--- src/sv/hsl2rgb_pkg.sv ---
// Constants, sector codes and channel helper for the HSL to RGB converter.
package hsl2rgb_pkg;

  localparam int HUE_W = 13;
  localparam int PCT_W = 11;
  localparam int CH_W  = 8;
  localparam int Q_W   = 17;   // Q16 values up to 1.0 inclusive

  localparam logic [Q_W-1:0]   ONE_Q16  = 17'd65536;
  localparam logic [PCT_W-1:0] PCT_FULL = 11'd1600;

  localparam logic [HUE_W-1:0] HUE_60  = 13'd960;
  localparam logic [HUE_W-1:0] HUE_120 = 13'd1920;
  localparam logic [HUE_W-1:0] HUE_180 = 13'd2880;
  localparam logic [HUE_W-1:0] HUE_240 = 13'd3840;
  localparam logic [HUE_W-1:0] HUE_300 = 13'd4800;
  localparam logic [HUE_W-1:0] HUE_360 = 13'd5760;
  localparam logic [HUE_W-1:0] HUE_480 = 13'd7680;

  // floor(n * 65536 / 1600) == (n * PCT_RECIP) >> 16 for n <= 1600
  localparam logic [21:0] PCT_RECIP = 22'd2684355;
  // floor(n / 15) == (n * DIV15_RECIP) >> 24 for n < 2^20
  localparam logic [20:0] DIV15_RECIP = 21'd1118482;

  localparam logic [CH_W-1:0] CHANNEL_MAX = 8'd255;

  // Hue sector: which channel takes C, X or zero (order red, green, blue)
  typedef enum logic [2:0] {
    SEC_CX0 = 3'd0,
    SEC_XC0 = 3'd1,
    SEC_0CX = 3'd2,
    SEC_0XC = 3'd3,
    SEC_X0C = 3'd4,
    SEC_C0X = 3'd5
  } sector_t;

  // ((p + m) * 255) >> 16, saturated to 0..255
  function automatic logic [CH_W-1:0] chan_sat(input logic [Q_W-1:0] p,
                                               input logic [Q_W-1:0] m);
    logic [Q_W:0]    sum;
    logic [Q_W+8:0]  scaled;
    logic [9:0]      trunc;
    sum    = {1'b0, p} + {1'b0, m};
    scaled = {sum, 8'd0} - {8'd0, sum};
    trunc  = scaled[Q_W+8:16];
    if (trunc > {2'd0, CHANNEL_MAX}) begin
      return CHANNEL_MAX;
    end
    return trunc[CH_W-1:0];
  endfunction

endpackage

--- src/sv/hsl_to_rgb_converter_core.sv ---
// HSL to RGB converter: five-stage pipeline with per-stage flow control.
// An input request passes through stage registers 1 to 5 to the output request.
// Throughput: one color per cycle while out_ready does not stall the output;
// stage 1 holds two constant multipliers, stages 2, 3, 4 one multiplier each.
// Each stage takes a new request when it is empty or its successor moves, so
// bubbles fill while the output waits.
// Reset (synchronous, rst_n low) clears all stage valid bits; data is not reset.
module hsl_to_rgb_converter_core (
  input  logic        clk,
  input  logic        rst_n,
  input  logic        in_valid,
  output logic        in_ready,
  input  logic [12:0] in_hue,
  input  logic [10:0] in_saturation,
  input  logic [10:0] in_lightness,
  output logic        out_valid,
  input  logic        out_ready,
  output logic [7:0]  out_red,
  output logic [7:0]  out_green,
  output logic [7:0]  out_blue
);

  localparam int QW = hsl2rgb_pkg::Q_W;

  logic en1, en2, en3, en4, en5;
  logic v1_r, v2_r, v3_r, v4_r, out_valid_r;

  assign en5      = !out_valid_r || out_ready;
  assign en4      = !v4_r || en5;
  assign en3      = !v3_r || en4;
  assign en2      = !v2_r || en3;
  assign en1      = !v1_r || en2;
  assign in_ready = en1;
  assign out_valid = out_valid_r;

  always_ff @(posedge clk) begin
    if (!rst_n) begin
      v1_r        <= 1'b0;
      v2_r        <= 1'b0;
      v3_r        <= 1'b0;
      v4_r        <= 1'b0;
      out_valid_r <= 1'b0;
    end else begin
      if (en1) v1_r <= in_valid;
      if (en2) v2_r <= v1_r;
      if (en3) v3_r <= v2_r;
      if (en4) v4_r <= v3_r;
      if (en5) out_valid_r <= v4_r;
    end
  end

  // ---- stage 1: clamp, scale to Q16, hue folding and sector ----
  logic [10:0] sp_c, lp_c;
  logic [32:0] s_prod, l_prod;
  logic [12:0] hm_w;
  logic [10:0] hm;
  logic [10:0] f;
  logic [9:0]  w_nxt;
  hsl2rgb_pkg::sector_t sec_nxt;

  assign sp_c   = (in_saturation > hsl2rgb_pkg::PCT_FULL) ? hsl2rgb_pkg::PCT_FULL
                                                          : in_saturation;
  assign lp_c   = (in_lightness > hsl2rgb_pkg::PCT_FULL) ? hsl2rgb_pkg::PCT_FULL
                                                         : in_lightness;
  assign s_prod = {22'd0, sp_c} * {11'd0, hsl2rgb_pkg::PCT_RECIP};
  assign l_prod = {22'd0, lp_c} * {11'd0, hsl2rgb_pkg::PCT_RECIP};

  always_comb begin
    if (in_hue >= hsl2rgb_pkg::HUE_480) begin
      hm_w = in_hue - hsl2rgb_pkg::HUE_480;
    end else if (in_hue >= hsl2rgb_pkg::HUE_360) begin
      hm_w = in_hue - hsl2rgb_pkg::HUE_360;
    end else if (in_hue >= hsl2rgb_pkg::HUE_240) begin
      hm_w = in_hue - hsl2rgb_pkg::HUE_240;
    end else if (in_hue >= hsl2rgb_pkg::HUE_120) begin
      hm_w = in_hue - hsl2rgb_pkg::HUE_120;
    end else begin
      hm_w = in_hue;
    end
    hm = hm_w[10:0];
    if (hm >= hsl2rgb_pkg::HUE_60[10:0]) begin
      f = hm - hsl2rgb_pkg::HUE_60[10:0];
    end else begin
      f = hsl2rgb_pkg::HUE_60[10:0] - hm;
    end
    w_nxt = hsl2rgb_pkg::HUE_60[9:0] - f[9:0];

    if (in_hue < hsl2rgb_pkg::HUE_60) begin
      sec_nxt = hsl2rgb_pkg::SEC_CX0;
    end else if (in_hue < hsl2rgb_pkg::HUE_120) begin
      sec_nxt = hsl2rgb_pkg::SEC_XC0;
    end else if (in_hue < hsl2rgb_pkg::HUE_180) begin
      sec_nxt = hsl2rgb_pkg::SEC_0CX;
    end else if (in_hue < hsl2rgb_pkg::HUE_240) begin
      sec_nxt = hsl2rgb_pkg::SEC_0XC;
    end else if (in_hue < hsl2rgb_pkg::HUE_300) begin
      sec_nxt = hsl2rgb_pkg::SEC_X0C;
    end else begin
      sec_nxt = hsl2rgb_pkg::SEC_C0X;  // also hue at or past 360, no wrap
    end
  end

  logic [QW-1:0] s1_r, l1_r;
  logic [9:0]    w1_r;
  hsl2rgb_pkg::sector_t sec1_r;

  always_ff @(posedge clk) begin
    if (en1) begin
      s1_r   <= s_prod[32:16];
      l1_r   <= l_prod[32:16];
      w1_r   <= w_nxt;
      sec1_r <= sec_nxt;
    end
  end

  // ---- stage 2: chroma ----
  logic [QW:0]     twol;
  logic [QW-1:0]   d_val, a_val;
  logic [2*QW-1:0] c_prod;

  assign twol = {l1_r, 1'b0};
  always_comb begin
    if (twol >= {1'b0, hsl2rgb_pkg::ONE_Q16}) begin
      d_val = QW'(twol - {1'b0, hsl2rgb_pkg::ONE_Q16});
    end else begin
      d_val = QW'({1'b0, hsl2rgb_pkg::ONE_Q16} - twol);
    end
  end
  assign a_val  = hsl2rgb_pkg::ONE_Q16 - d_val;
  assign c_prod = {{QW{1'b0}}, a_val} * {{QW{1'b0}}, s1_r};

  logic [QW-1:0] c2_r, l2_r;
  logic [9:0]    w2_r;
  hsl2rgb_pkg::sector_t sec2_r;

  always_ff @(posedge clk) begin
    if (en2) begin
      c2_r   <= c_prod[2*QW-2:16];
      l2_r   <= l1_r;
      w2_r   <= w1_r;
      sec2_r <= sec1_r;
    end
  end

  // ---- stage 3: C * (960 - f) and offset m ----
  logic [QW+9:0] cw_nxt;
  logic [QW-1:0] m_nxt;

  assign cw_nxt = {10'd0, c2_r} * {{QW{1'b0}}, w2_r};
  assign m_nxt  = l2_r - (c2_r >> 1);

  logic [QW+9:0] cw3_r;
  logic [QW-1:0] c3_r, m3_r;
  hsl2rgb_pkg::sector_t sec3_r;

  always_ff @(posedge clk) begin
    if (en3) begin
      cw3_r  <= cw_nxt;
      c3_r   <= c2_r;
      m3_r   <= m_nxt;
      sec3_r <= sec2_r;
    end
  end

  // ---- stage 4: X = (C * w) / 960 as ((C * w) >> 6) / 15 ----
  logic [20:0] n_div;
  logic [41:0] x_prod;

  assign n_div  = cw3_r[QW+9:6];
  assign x_prod = {21'd0, n_div} * {21'd0, hsl2rgb_pkg::DIV15_RECIP};

  logic [QW-1:0] x4_r, c4_r, m4_r;
  hsl2rgb_pkg::sector_t sec4_r;

  always_ff @(posedge clk) begin
    if (en4) begin
      x4_r   <= x_prod[40:24];
      c4_r   <= c3_r;
      m4_r   <= m3_r;
      sec4_r <= sec3_r;
    end
  end

  // ---- stage 5: sector select, offset, scale to 8 bits ----
  logic [QW-1:0] rp, gp, bp;

  always_comb begin
    case (sec4_r)
      hsl2rgb_pkg::SEC_CX0: begin rp = c4_r; gp = x4_r; bp = '0;   end
      hsl2rgb_pkg::SEC_XC0: begin rp = x4_r; gp = c4_r; bp = '0;   end
      hsl2rgb_pkg::SEC_0CX: begin rp = '0;   gp = c4_r; bp = x4_r; end
      hsl2rgb_pkg::SEC_0XC: begin rp = '0;   gp = x4_r; bp = c4_r; end
      hsl2rgb_pkg::SEC_X0C: begin rp = x4_r; gp = '0;   bp = c4_r; end
      default:              begin rp = c4_r; gp = '0;   bp = x4_r; end
    endcase
  end

  logic [7:0] red_r, green_r, blue_r;

  always_ff @(posedge clk) begin
    if (en5) begin
      red_r   <= hsl2rgb_pkg::chan_sat(rp, m4_r);
      green_r <= hsl2rgb_pkg::chan_sat(gp, m4_r);
      blue_r  <= hsl2rgb_pkg::chan_sat(bp, m4_r);
    end
  end

  assign out_red   = red_r;
  assign out_green = green_r;
  assign out_blue  = blue_r;

  // ---- checks ----
  a_ready_full: assert property (@(posedge clk) disable iff (!rst_n)
    !in_ready |-> v1_r)
    else $error("input stalled with stage 1 empty");

  a_w_range: assert property (@(posedge clk) disable iff (!rst_n)
    v1_r |-> (w1_r <= hsl2rgb_pkg::HUE_60[9:0]))
    else $error("hue weight above 60 degrees");

  a_c_range: assert property (@(posedge clk) disable iff (!rst_n)
    v2_r |-> (c2_r <= hsl2rgb_pkg::ONE_Q16 && (c2_r >> 1) <= l2_r))
    else $error("chroma out of range");

  a_x_le_c: assert property (@(posedge clk) disable iff (!rst_n)
    v4_r |-> (x4_r <= c4_r))
    else $error("second component exceeds chroma");

  a_advance: assert property (@(posedge clk) disable iff (!rst_n)
    (v4_r && en5) |=> out_valid_r)
    else $error("request lost between stage 4 and output");

endmodule

--- config.mk ---
export PLATFORM = sky130hd
export DESIGN_NAME = hsl_to_rgb_converter_core
export DESIGN_NICKNAME = d
export VERILOG_FILES = /design/src/sv/hsl2rgb_pkg.sv /design/src/sv/hsl_to_rgb_converter_core.sv
export SDC_FILE = /design/constraint.sdc
export NUM_CORES = 2
export LEC_CHECK = 0
export CORE_MARGIN = 5
export CORE_UTILIZATION = 45
export CTS_BUF_LIST = sky130_fd_sc_hd__clkbuf_8
export DETAILED_ROUTE_END_ITERATION = 6
export DONT_BUFFER_PORTS = 1
export GPL_ROUTABILITY_DRIVEN = 0
export PLACE_DENSITY = 0.71
export SETUP_SLACK_MARGIN = 0.3
export SYNTH_ARGS = -nofsm -noshare
export SYNTH_HDL_FRONTEND = slang
export SYNTH_SLANG_ARGS = --single-unit
--- constraint.sdc ---
create_clock -name clk -period 16.21 [get_ports clk]
set_clock_uncertainty 0.1 [all_clocks]
set_input_delay 0.8105 -clock clk [delete_from_list [all_inputs] [get_ports clk]]
set_output_delay 0.8105 -clock clk [all_outputs]
set_load 0.005 [all_outputs]
==> results_tabular.tex <==
\begin{tabular}{lr}
\hline
Metric & Value \\
\hline
\multicolumn{2}{l}{\textbf{Outcome}} \\
Outcome & finished clean \\
\multicolumn{2}{l}{\textbf{Global routing}} \\
Number of global-route vias before repair & 27300 \\
Largest net degree at the start of global routing & 59 \\
First-pass GRT wire length & 136.3 mm \\
Initial antenna violation count & 2 \\
Global router's overall resource usage & 0.1818 \\
Remaining Overflow, GRT & 0 \\
\multicolumn{2}{l}{\textbf{CTS}} \\
Depth of the CTS H-tree & 2 \\
TritonCTS clock tree & yes \\
Hold\_buf cts & 0 \\
Post-CTS Setup Repair Bufs & 0 \\
Clock latency on the worst-skew pair & 0.64 ns \\
CTS Buffer Depth & 3 \\
Post-CTS Resized & 0 \\
Clock slew at the register clock pins of the worst setup and hold paths & roughly 0.06 ns \\
Number of buffers created by CTS & 43 \\
CTS root buffer & clkbuf\_8 \\
Clock sink total & 235 \\
\multicolumn{2}{l}{\textbf{Cells and area}} \\
Layout overhead on the synthesized area & 5.902\% \\
Fin cells & 5073 \\
Count of nets after finishing & 5044 \\
Layout cells sized above 1 & 0.03480 \\
\multicolumn{2}{l}{\textbf{STA}} \\
Pins over their slew limit & 0 \\
Highest clock rate & 0.1062 GHz \\
Min cycle time layout & 9.414 ns \\
Max-slew headroom & 0.2747 \\
Count of final hold-check violations & 0 \\
Worst slack on hold paths & 0.1721 ns \\
Share of the cycle needed by the critical path after routing & 0.5808 \\
Final TNS setup & 0 ns \\
Worst-Margin Slew & about 1.1 ns \\
Slack of the critical path & roughly 6.8 ns \\
RSZ-0062 raised after global routing & no \\
Final setup viols & 0 \\
\multicolumn{2}{l}{\textbf{Worst setup path}} \\
Kind of critical path & register to register \\
Endpoint of the worst register-to-register path & c2\_r[16] \\
Top cell by count, worst path & fa\_1 \\
WP data required & 16.47 ns \\
Slowest cell delay on critical path & 0.73 ns \\
Logic depth of the worst register-to-register path & 32 \\
CP max-delay cell & edfxtp\_1 \\
Critical Path End & c2\_r[16] \\
Worst setup path startpoint & l1\_r[0] \\
Slack of the worst reg-to-reg path & $\sim$6.8 ns \\
Startpoint type of the worst setup path & register \\
Crit path capture type & register \\
Arr. time, crit path & between 9 and 10 ns \\
RR Startpoint & l1\_r[0] \\
CP max FO & 22 \\
\multicolumn{2}{l}{\textbf{Run}} \\
Count of max-cap constraint violations & 0 \\
\multicolumn{2}{l}{\textbf{Drt}} \\
Number of detailed-routing iterations run before antenna repair & 5 \\
Routed wirelength normalized by instance count & 15.94 µm \\
Via count of the routed design & roughly 27000 \\
Post-DRT Antenna Nets & 0 \\
Routed WL & about 81 mm \\
Avg Vias per Cell & between 5 and 6 \\
First DRT Iteration DRCs & 1511 \\
Remaining design rule violation count & 0 \\
\multicolumn{2}{l}{\textbf{Place}} \\
Buffers added on ports & 0 \\
Total half-perimeter wirelength after legalization and detailed placement & 66.31 mm \\
DP Cell Count & 4992 \\
Placement-stage worst setup slack & between 6 and 7 ns \\
\multicolumn{2}{l}{\textbf{Die}} \\
Core Rows & 106 \\
Area of the core & 0.08369 mm² \\
Die Area & 0.09043 mm² \\
Top-level I/O count & 65 \\
Effective utilization at floorplan & 0.4544 \\
Overall die height & 300.7 µm \\
Width of the chip & 300.7 µm \\
\multicolumn{2}{l}{\textbf{Synth}} \\
Number of enable-type register cells in the synthesized netlist & 230 \\
Basic-gate share of the synthesized area counting and, or, nand and nor cells & 0.1370 \\
Yosys warnings & 0 \\
Most instantiated flip-flop cell in the synthesis netlist & edfxtp\_1 \\
Number of flip-flops and latches in the synthesized netlist & approximately 240 \\
Mux share of post-synthesis cell area & 0.001645 \\
Post-Syn Area & 0.03803 mm² \\
Adder-cell share of the synthesized area & 0.4605 \\
Synthesized area divided by synthesized cell count & 9.702 µm² \\
Share of the synthesized netlist area taken by xor and xnor gates & 0.03889 \\
Compound-cell area share of the yosys netlist & 0.09446 \\
Cell variety after synth & 92 \\
Total nets after synthesis & 5061 \\
Share of async-settable or async-resettable flops after synthesis & 0 \\
Seq/Total Area, Yosys & 0.1842 \\
Post-synthesis instance total & 3920 \\
Dominant combinational cell family by area after synthesis & adder cells \\
\multicolumn{2}{l}{\textbf{Hold path}} \\
Class of the tightest hold or removal check & input pin to register \\
Startpoint of the worst hold path & in\_hue[0] \\
\hline
\end{tabular}
## worst max-delay path, delay by kind of cell, from the launching register on
family	cells	cell delay (ns)
adder cells (fa/ha/maj)	8	3.48
XOR/XNOR	2	0.24
AND/OR/NAND/NOR	5	1.26
AO/OA/AOI/OAI	11	2.66
buffers and inverters	6	0.68
flip-flops	1	0.73
## stage by stage
step,util,instance area (µm²)
3_3_place_gp,0.4701,39350
5_1_grt,0.4812,40270
4_1_cts,0.4812,40270
6_report,0.4813,40270
3_5_place_dp,0.4701,39350
2_1_floorplan,-,38030
## area by class of cell
type / count / area (µm²)
Fill cell: 7608 / 43410
Clock buffer: 48 / 660.6
Multi-Input combinational cell: 2843 / 27890
Timing Repair Buffer: 28 / 210.2
Inverter: 752 / 2823
Sequential cell: 235 / 7007
Antenna cell: 2 / 5.005
Tap cell: 1134 / 1419
Clock inverter: 31 / 264.0
## per-layer routing
metal	wire length [µm]	vias to the layer above	GRT usage
met1	35940	13020	0.2481
met5	0	-	0
met2	38690	618	0.3092
met4	1750	0	0.04184
met3	4488	121	0.02581
li1	-	12880	-
## cells in the final DEF (no fill, tap or decap), types with 9 or more instances in the layout
| master | n |
|---|---|
| buf_4 | 28 |
| and3_1 | 28 |
| nand2b_1 | 24 |
| a211o_1 | 9 |
| o211ai_1 | 16 |
| or2_2 | 12 |
| ha_1 | 606 |
| a22o_1 | 34 |
| o21ai_1 | 14 |
| xnor2_1 | 113 |
| edfxtp_1 | 230 |
| nor2_1 | 151 |
| a31oi_1 | 21 |
| a211oi_1 | 19 |
| nor2b_1 | 34 |
| a41oi_1 | 10 |
| and2_1 | 230 |
| xor2_1 | 51 |
| or3_1 | 10 |
| o21ai_0 | 86 |
| a21o_1 | 57 |
| a21boi_0 | 15 |
| nand3_1 | 52 |
| clkbuf_8 | 48 |
| inv_1 | 763 |
| o21a_1 | 37 |
| a21oi_1 | 109 |
| nand4_1 | 10 |
| fa_1 | 496 |
| or4_1 | 12 |
| nand2_1 | 380 |
| nor3_1 | 59 |
| nor4_1 | 9 |
## state kept, by name, summed over array words and instances (netlist names), 3 cells and up
signal / count
out_green: 8
sec3_r: 3
sec4_r: 3
w1_r: 10
s1_r: 17
c4_r: 17
m3_r: 17
l2_r: 17
out_blue: 8
l1_r: 17
sec1_r: 3
cw3_r: 21
c2_r: 17
c3_r: 17
out_red: 8
m4_r: 17
w2_r: 10
x4_r: 17
sec2_r: 3
## worst min path at each step
stage / end / slack, ns / depth (start not counted)
after floorplan: c4_r[0] / 0.30 / 0
after global placement: sec3_r[2] / 0.30 / 0
after detailed placement: m4_r[16] / 0.30 / 0
after CTS: w1_r[0] / 0.11 / 0
after global routing: w1_r[0] / 0.12 / 0
final: w1_r[0] / 0.17 / 0
## cells in the mapped netlist, types with 6 or more instances
cell type	n	area [µm²]
o21ai_0	86	430.4
a21boi_0	15	112.6
nand4_1	10	62.56
a211o_1	9	78.83
inv_1	752	2823
o221ai_1	6	52.55
nor3_1	59	295.3
a41oi_1	10	87.58
nand3_1	53	265.3
nand2_1	382	1434
o21ai_1	14	70.07
a22o_1	34	297.8
nor2_1	151	566.8
buf_2	7	35.03
or2_2	12	75.07
a21oi_1	109	545.5
a211oi_1	19	142.6
xor2_1	52	455.4
o31ai_1	8	60.06
clkbuf_1	83	311.6
o21bai_1	6	45.04
edfxtp_1	230	6907
and3_1	28	175.2
o21a_1	37	277.8
or3_1	10	62.56
nand2b_1	24	150.1
or4_1	12	90.09
ha_1	606	7582
fa_1	496	9930
nand3b_1	6	45.04
a31oi_1	21	131.4
xnor2_1	115	1007
o211ai_1	16	120.1
and2_1	230	1439
nor2b_1	34	212.7
o2111ai_1	8	70.07
nor4_1	9	56.30
a21o_1	57	427.9
## cell families (layout without fill, tap and decap cells)
family | after synthesis | after routing
other | 0 | 2
and+or+nand+nor | 1050 | 1050
DFF | 235 | 235
muxes | 6 | 6
buffers and inverters | 842 | 859
adders and majority gates | 1102 | 1102
xor gates and xnor gates | 168 | 168
AOI/OAI and AO/OA | 517 | 517
Power is not shown: default switching activity piles up to over one toggle a cycle in this logic, so the estimate is an artifact.
